--- src/hw/rtl/acde_pkg.sv ---
// Shared constants, types and codes for the alpha composite depth estimator.
`timescale 1ns / 1ps

package acde_pkg;

  localparam int SAMPLE_BITS = 16;
  localparam int OFFSET_BITS = 13;

  localparam int COV_BITS  = SAMPLE_BITS + 1;
  localparam int DSUM_BITS = SAMPLE_BITS + OFFSET_BITS + 1;
  localparam int WPROD_BITS = COV_BITS + 1 + OFFSET_BITS;
  localparam int CNT_BITS  = $clog2(DSUM_BITS + 1);
  localparam int CFG_BITS  = (SAMPLE_BITS > OFFSET_BITS) ? SAMPLE_BITS : OFFSET_BITS;
  localparam int IDX_BITS  = 3;
  localparam int IN_W      = ((SAMPLE_BITS + 7) / 8) * 8;
  localparam int OUT_W     = ((OFFSET_BITS + COV_BITS + 7) / 8) * 8;

  localparam logic [COV_BITS-1:0] ONE = {1'b1, {SAMPLE_BITS{1'b0}}};

  localparam logic signed [OFFSET_BITS-1:0] OMAX = {1'b0, {(OFFSET_BITS-1){1'b1}}};
  localparam logic signed [OFFSET_BITS-1:0] OMIN = {1'b1, {(OFFSET_BITS-1){1'b0}}};

  localparam logic [OFFSET_BITS-1:0] START_RST  = OFFSET_BITS'(-32);
  localparam logic [OFFSET_BITS-1:0] STOP_RST   = OFFSET_BITS'(480);
  localparam logic [OFFSET_BITS-1:0] STEP_RST   = OFFSET_BITS'(32);
  localparam logic [SAMPLE_BITS-1:0] LOW_RST    = SAMPLE_BITS'(30326);
  localparam logic [SAMPLE_BITS-1:0] HIGH_RST   = SAMPLE_BITS'(42405);
  localparam logic [OFFSET_BITS-1:0] BORDER_RST = OFFSET_BITS'(16);

  localparam logic [IDX_BITS-1:0] CFG_START  = 3'd0;
  localparam logic [IDX_BITS-1:0] CFG_STOP   = 3'd1;
  localparam logic [IDX_BITS-1:0] CFG_STEP   = 3'd2;
  localparam logic [IDX_BITS-1:0] CFG_LOW    = 3'd3;
  localparam logic [IDX_BITS-1:0] CFG_HIGH   = 3'd4;
  localparam logic [IDX_BITS-1:0] CFG_BORDER = 3'd5;

  typedef enum logic [2:0] {
    ST_IDLE,
    ST_CHECK,
    ST_OPAC,
    ST_MUL1,
    ST_MUL2,
    ST_ACC,
    ST_DEPTH,
    ST_FINISH
  } state_t;

  typedef struct packed {
    logic                 start;
    logic [COV_BITS-1:0]  rem0;
    logic [DSUM_BITS-1:0] num;
    logic [COV_BITS-1:0]  divisor;
    logic [CNT_BITS-1:0]  iters;
  } div_req_t;

  typedef struct packed {
    logic                 done;
    logic [DSUM_BITS-1:0] quot;
  } div_rsp_t;

endpackage

--- src/hw/rtl/acde_div.sv ---
// Shared restoring divider, one quotient bit per cycle.
`timescale 1ns / 1ps

module acde_div import acde_pkg::*; (
  input  logic     clk,
  input  logic     rst,
  input  div_req_t req,
  output div_rsp_t rsp
);

  logic                 busy;
  logic                 done;
  logic [CNT_BITS-1:0]  cnt;
  logic [COV_BITS-1:0]  rem;
  logic [COV_BITS-1:0]  dvs;
  logic [DSUM_BITS-1:0] num;
  logic [DSUM_BITS-1:0] quot;

  logic [COV_BITS:0]    trial;
  logic [COV_BITS:0]    diff;
  logic                 ge;

  always_comb begin
    trial = {rem, num[DSUM_BITS-1]};
    ge    = trial >= {1'b0, dvs};
    diff  = trial - {1'b0, dvs};
  end

  always_ff @(posedge clk) begin
    if (rst) begin
      busy <= 1'b0;
      done <= 1'b0;
      cnt  <= '0;
    end else begin
      done <= 1'b0;
      if (req.start) begin
        busy <= 1'b1;
        cnt  <= req.iters;
        rem  <= req.rem0;
        dvs  <= req.divisor;
        num  <= req.num;
        quot <= '0;
      end else if (busy) begin
        rem  <= ge ? diff[COV_BITS-1:0] : trial[COV_BITS-1:0];
        num  <= {num[DSUM_BITS-2:0], 1'b0};
        quot <= {quot[DSUM_BITS-2:0], ge};
        cnt  <= cnt - 1'b1;
        if (cnt == CNT_BITS'(1)) begin
          busy <= 1'b0;
          done <= 1'b1;
        end
      end
    end
  end

  assign rsp.done = done;
  assign rsp.quot = quot;

endmodule

--- src/hw/rtl/alpha_composite_depth_estimator_top.sv ---
// Top level: front-to-back alpha compositing depth estimator.
// A sample that continues the ray goes through the 16-step opacity division in the shared
// divider; that division is skipped when the ramp needs none.
// A sample that ends the ray adds the 30-step depth division, and waits while the result
// register is full. A new sample is accepted only once the last one is through, even while a result waits.
// Synchronous reset restores the register defaults and starts a fresh ray.
`timescale 1ns / 1ps

module alpha_composite_depth_estimator_top import acde_pkg::*; (
  input  logic                clk,
  input  logic                rst,
  input  logic                s_axis_tvalid,
  output logic                s_axis_tready,
  input  logic [IN_W-1:0]     s_axis_tdata,   // sample_level
  output logic                m_axis_tvalid,
  input  logic                m_axis_tready,
  output logic [OUT_W-1:0]    m_axis_tdata,   // surface_depth, coverage
  input  logic                cfg_valid,
  output logic                cfg_ready,
  input  logic [IDX_BITS-1:0] cfg_index,
  input  logic [CFG_BITS-1:0] cfg_data
);

  state_t st, st_next;

  logic signed [OFFSET_BITS-1:0] start_reg, stop_reg, step_reg, border_reg;
  logic [SAMPLE_BITS-1:0]        low_reg, high_reg;

  logic [SAMPLE_BITS-1:0]        sample;
  logic [COV_BITS-1:0]           op;
  logic [COV_BITS-1:0]           tr;
  logic [COV_BITS-1:0]           joint;
  logic signed [WPROD_BITS-1:0]  wprod;
  logic signed [DSUM_BITS-1:0]   dsum;
  logic signed [OFFSET_BITS-1:0] ray;
  logic signed [OFFSET_BITS-1:0] res_depth;
  logic [COV_BITS-1:0]           res_cov;
  logic signed [OFFSET_BITS-1:0] depth_hold;

  div_req_t req;
  div_rsp_t rsp;

  acde_div u_div (
    .clk (clk),
    .rst (rst),
    .req (req),
    .rsp (rsp)
  );

  logic                          neg;
  logic                          passed;
  logic signed [OFFSET_BITS:0]   nxt;
  logic                          ray_done;
  logic                          op_zero, op_one;
  logic [2*COV_BITS-1:0]         tprod;
  logic [COV_BITS-1:0]           cov;
  logic signed [DSUM_BITS-1:0]   dsum_src;
  logic [DSUM_BITS-1:0]          dsum_mag;
  logic signed [DSUM_BITS-1:0]   q_signed;
  logic signed [DSUM_BITS:0]     mean;
  logic                          in_acc, out_acc;

  assign cfg_ready     = 1'b1;
  assign s_axis_tready = (st == ST_IDLE);
  assign in_acc        = s_axis_tvalid && s_axis_tready;
  assign out_acc       = m_axis_tvalid && m_axis_tready;
  assign m_axis_tdata  = OUT_W'({res_cov, res_depth});

  always_comb begin
    neg      = step_reg[OFFSET_BITS-1];
    passed   = neg ? (ray < stop_reg) : (ray > stop_reg);
    nxt      = {ray[OFFSET_BITS-1], ray} + {step_reg[OFFSET_BITS-1], step_reg};
    ray_done = (step_reg == '0) ||
               (neg ? (nxt < $signed({stop_reg[OFFSET_BITS-1], stop_reg}))
                    : (nxt > $signed({stop_reg[OFFSET_BITS-1], stop_reg})));
    op_zero  = sample <= low_reg;
    op_one   = (high_reg <= low_reg) || (sample >= high_reg);
    tprod    = tr * op;
    cov      = ONE - tr;
    // last term of the ray lands in dsum at the same edge the division starts
    dsum_src = (st == ST_ACC) ? dsum + wprod[DSUM_BITS-1:0] : dsum;
    dsum_mag = dsum_src[DSUM_BITS-1] ? DSUM_BITS'(-dsum_src) : DSUM_BITS'(dsum_src);
    q_signed = dsum[DSUM_BITS-1] ? -$signed(rsp.quot) : $signed(rsp.quot);
    mean     = {q_signed[DSUM_BITS-1], q_signed} +
               (DSUM_BITS+1)'(border_reg);
  end

  always_comb begin
    st_next     = st;
    req.start   = 1'b0;
    req.rem0    = COV_BITS'(sample - low_reg);
    req.num     = '0;
    req.divisor = COV_BITS'(high_reg - low_reg);
    req.iters   = CNT_BITS'(SAMPLE_BITS);
    case (st)
      ST_IDLE: begin
        if (in_acc) st_next = ST_CHECK;
      end
      ST_CHECK: begin
        if (passed) begin
          req.start   = 1'b1;
          req.rem0    = '0;
          req.num     = dsum_mag;
          req.divisor = cov + 1'b1;
          req.iters   = CNT_BITS'(DSUM_BITS);
          st_next     = ST_DEPTH;
        end else if (op_zero || op_one) begin
          st_next = ST_MUL1;
        end else begin
          req.start = 1'b1;
          st_next   = ST_OPAC;
        end
      end
      ST_OPAC: begin
        if (rsp.done) st_next = ST_MUL1;
      end
      ST_MUL1: st_next = ST_MUL2;
      ST_MUL2: st_next = ST_ACC;
      ST_ACC: begin
        if (ray_done) begin
          req.start   = 1'b1;
          req.rem0    = '0;
          req.num     = dsum_mag;
          req.divisor = cov + 1'b1;
          req.iters   = CNT_BITS'(DSUM_BITS);
          st_next     = ST_DEPTH;
        end else begin
          st_next = ST_IDLE;
        end
      end
      ST_DEPTH: begin
        if (rsp.done) st_next = ST_FINISH;
      end
      ST_FINISH: begin
        if (!m_axis_tvalid || m_axis_tready) st_next = ST_IDLE;
      end
      default: st_next = ST_IDLE;
    endcase
  end

  always_ff @(posedge clk) begin
    if (rst) begin
      st <= ST_IDLE;
    end else begin
      st <= st_next;
    end
  end

  always_ff @(posedge clk) begin
    if (rst) begin
      start_reg  <= START_RST;
      stop_reg   <= STOP_RST;
      step_reg   <= STEP_RST;
      low_reg    <= LOW_RST;
      high_reg   <= HIGH_RST;
      border_reg <= BORDER_RST;
    end else if (cfg_valid && cfg_ready) begin
      case (cfg_index)
        CFG_START:  start_reg  <= cfg_data[OFFSET_BITS-1:0];
        CFG_STOP:   stop_reg   <= cfg_data[OFFSET_BITS-1:0];
        CFG_STEP:   step_reg   <= cfg_data[OFFSET_BITS-1:0];
        CFG_LOW:    low_reg    <= cfg_data[SAMPLE_BITS-1:0];
        CFG_HIGH:   high_reg   <= cfg_data[SAMPLE_BITS-1:0];
        CFG_BORDER: border_reg <= cfg_data[OFFSET_BITS-1:0];
        default: ;
      endcase
    end
  end

  // ray state
  always_ff @(posedge clk) begin
    if (rst) begin
      tr   <= ONE;
      dsum <= '0;
      ray  <= START_RST;
    end else begin
      case (st)
        ST_MUL2: tr <= tr - joint;
        ST_ACC: begin
          dsum <= dsum + wprod[DSUM_BITS-1:0];
          if (!ray_done) ray <= nxt[OFFSET_BITS-1:0];
        end
        ST_FINISH: begin
          if (!m_axis_tvalid || m_axis_tready) begin
            tr   <= ONE;
            dsum <= '0;
            ray  <= start_reg;
          end
        end
        default: ;
      endcase
    end
  end

  always_ff @(posedge clk) begin
    if (in_acc) sample <= s_axis_tdata[SAMPLE_BITS-1:0];
    if (st == ST_CHECK) op <= op_zero ? '0 : ONE;
    if (st == ST_OPAC && rsp.done) op <= {1'b0, rsp.quot[SAMPLE_BITS-1:0]};
    if (st == ST_MUL1) joint <= tprod[SAMPLE_BITS +: COV_BITS];
    if (st == ST_MUL2) wprod <= $signed({1'b0, joint}) * ray;
    if (st == ST_DEPTH && rsp.done) begin
      if (mean > (DSUM_BITS+1)'(OMAX)) depth_hold <= OMAX;
      else if (mean < (DSUM_BITS+1)'(OMIN)) depth_hold <= OMIN;
      else depth_hold <= mean[OFFSET_BITS-1:0];
    end
  end

  // result register
  always_ff @(posedge clk) begin
    if (rst) begin
      m_axis_tvalid <= 1'b0;
    end else begin
      if (st == ST_FINISH && (!m_axis_tvalid || m_axis_tready)) begin
        m_axis_tvalid <= 1'b1;
        res_depth     <= depth_hold;
        res_cov       <= cov;
      end else if (out_acc) begin
        m_axis_tvalid <= 1'b0;
      end
    end
  end

endmodule

--- config.mk ---
export PLATFORM = sky130hd
export DESIGN_NAME = alpha_composite_depth_estimator_top
export DESIGN_NICKNAME = d
export VERILOG_FILES = /design/src/hw/rtl/acde_pkg.sv /design/src/hw/rtl/acde_div.sv /design/src/hw/rtl/alpha_composite_depth_estimator_top.sv
export SDC_FILE = /design/constraint.sdc
export NUM_CORES = 2
export LEC_CHECK = 0
export ABC_AREA = 0
export BUFFER_PORTS_ARGS = -buffer_cell sky130_fd_sc_hd__buf_2
export CAP_MARGIN = 25
export CELL_PAD_IN_SITES_DETAIL_PLACEMENT = 2
export CELL_PAD_IN_SITES_GLOBAL_PLACEMENT = 2
export CORE_ASPECT_RATIO = 2
export CORE_MARGIN = 1
export CORE_UTILIZATION = 40
export CTS_CLUSTER_DIAMETER = 60
export DETAILED_ROUTE_END_ITERATION = 7
export PLACE_DENSITY_LB_ADDON = 0.1
export SETUP_SLACK_MARGIN = 0.02
export SLEW_MARGIN = 10
export SYNTH_ARGS = -nofsm -noshare
export SYNTH_HDL_FRONTEND = slang
export SYNTH_HIERARCHICAL = 1
export SYNTH_SLANG_ARGS = --single-unit
export TNS_END_PERCENT = 30
--- constraint.sdc ---
create_clock -name clk -period 10.4 [get_ports clk]
set_input_delay 1.04 -clock clk [delete_from_list [all_inputs] [get_ports clk]]
set_output_delay 1.04 -clock clk [all_outputs]
set_load 0.1 [all_outputs]
==> impl_metrics.csv <==
group,metric,value,unit
worst_setup_path,end_kind,"flip-flop",
logic_synthesis,synth_edf_count,216,
floorplanning,die_area,99730,um^2
clock_network,cts_hold_buf,0,
finish,finalNetCount,5172,
floorplanning,die_h,445.6,um
route,routedWlPerCell,24.25,um
worst_setup_path,critPathMaxFanout,22,
clock_network,cts_setup_buffers,0,
hold_path,min_path_type,"reg -> reg",
clock_network,cts.sinks,372,
finish,area_growth,7.947,%
sta,drv_slew,0,
global_routing,first_global_vias,36234,
finish,final_cell_mix,"nand2_1, inv_1, fa_1",
global_routing,overflow,0,
clock_network,cts_buffer_depth,3,
sta,holdWs,0.4157,ns
floorplanning,ios,75,
worst_setup_path,worst-setup-path-type,"reg -> reg",
logic_synthesis,async_reset_ff_share,0,%
clock_network,clkTransAtPathRegs,0.07,ns
place,io_buffers,71,
floorplanning,placementRows,162,
clock_network,clk_latency,0.62,ns
worst_setup_path,critPathRequiredTime,10.74,ns
logic_synthesis,synth.distinct_cells,86,
place,gp_congestion,0.8716,
finish,layout_commonest_cell,"nand2_1",
clock_network,cts_tree,"yes",
sta,finalHoldViolCount,0,
sta,fin_crit_sh,72.08,%
sta,finalSetupViolCount,0,
worst_setup_path,start_kind,"flip-flop",
logic_synthesis,ys_ff_latch,372,
sta,fmax,133.4,MHz
global_routing,track_usage,28.21,%
logic_synthesis,syn_area_per_cell,9.017,um^2
route,num_vias,31294,
route,ant_nets,0,
place,hpwl,111600,um
run,cap_violations,0,
route,dr.pass1.iters,5,
sta,finalCriticalPeriod,7.496,ns
pwr,leakagePower,19.26,nW
pwr,ir_worst_vdd,0.4931,mV
sta,fin_tns_setup,0,ns
finish,multiInputGateArea,26850,um^2
floorplanning,die_w,223.8,um
clock_network,cts_made_buffers,43,
global_routing,grt_max_degree,62,
route,route.detailed.drc,0,
pwr,p_per_area,279.3,nW/um^2
sta,skew,0.03661,ns
sta,tightestPinTransition,1.053,ns
global_routing,antenna_found_initial,3,
clock_network,root_buffer,"clkbuf_16",
logic_synthesis,syn-instance-count,4365,
logic_synthesis,yosysSeqAreaShare,24.41,%
floorplanning,start_util,40.37,%
outcome,status,"complete, no violations",
finish,ff_latch_area,9609,um^2
worst_setup_path,arrival,7.84,ns
finish,drive_gt1_share,6.294,%
sta,relSlewSlack,29.63,%
sta,rsz0062_at_grt,"no",
finish,fillers,10765,
clock_network,htreeDepth,2,
finish,fin_util,43.58,%
route,dr.first_iter.drc_count,959,
route,vias_per_cell,5.493,
logic_synthesis,ys.warnings.count,6,
global_routing,grt_pass1_wl,210700,um
route,wirelength,138100,um
logic_synthesis,ys.flop_type,"edfxtp_1",
floorplanning,core_area,97500,um^2
finish,antenna_cells,0,
clock_network,cts_resized,0,
logic_synthesis,syn_area,39360,um^2
metal layers:
metal  wire [um]  GRT usage, %  vias up
met5           0             0        -
met2       80040         57.85      438
met4        9527         17.49        0
met1       46210         26.39    16260
li1            -             -    14309
met3        2349         1.811      287
kinds of logic (layout without fill, tap and decap cells):
family,after synthesis,after routing,synth area share [%]
AOI/OAI and AO/OA,696,696,11.35
xor gates and xnor gates,231,231,5.140
adders and majority gates,781,781,32.32
buffers and inverters,779,796,7.505
DFF,372,372,24.41
muxes,73,73,2.015
other,2,5,0.01908
and+or+nand+nor,1431,1431,17.23
worst max-delay path: stages, from the launching register on:
cell	delay, ns
dfxtp_1	0.94
and2_1	0.26
fa_1	0.42
inv_1	0.09
fa_1	0.43
fa_1	0.52
inv_1	0.05
fa_1	0.48
fa_1	0.56
inv_1	0.06
fa_1	0.53
inv_1	0.04
ha_1	0.30
a21o_1	0.16
a2111oi_0	0.43
o21a_1	0.25
o21bai_1	0.18
o221ai_1	0.31
a21oi_1	0.20
a211oi_1	0.42
o21ba_2	0.23
a21oi_1	0.10
a21oi_1	0.18
xnor2_1	0.08
final cells by class:
class	count	area share [%]
multi-input combinational	3217	63.20
sequential	372	22.62
inverter	591	5.221
tap	1312	3.864
clock buffer	49	2.586
timing repair buffer	126	1.891
clock inverter	30	0.6214
synthesized netlist by cell type (77+ instances only):
master / n / area share, %
nand2_1: 633 / 6.0
inv_1: 590 / 5.6
fa_1: 393 / 20
ha_1: 388 / 12
a21oi_1: 241 / 3.1
nor2_1: 220 / 2.1
edfxtp_1: 216 / 16
and2_1: 215 / 3.4
clkbuf_1: 172 / 1.6
xnor2_1: 166 / 3.7
dfxtp_1: 156 / 7.9
o21ai_0: 114 / 1.4
a21o_1: 77 / 1.5
power by group:
part           leakage [nW]  internal, mW  total (mW)  switching (mW)
combinational          15.3          3.35        7.98            4.63
sequential             3.24          2.11        2.36           0.252
clock                 0.672         0.806        1.53           0.722
metrics by stage:
stage	power, mW	cells	cell area, um^2	worst slack, ns
global placement	10.21	5611	41040	3.097
floorplan	8.079	4368	39370	2.510
detailed placement	10.49	5615	41100	2.953
CTS	12.12	5694	42460	2.913
global route	12.98	5697	42490	2.482
finish	11.87	5697	42490	2.904
worst paths after layout:
kind,start,to,slack [ns],cells after the start
min,depth_hold[2],res_depth[2],0.42,0
max reg2reg,tr[8],joint[16],2.90,23
max,tr[8],joint[16],2.90,23
min reg2reg,depth_hold[2],res_depth[2],0.42,0
Power figures use the tool's default switching activity.
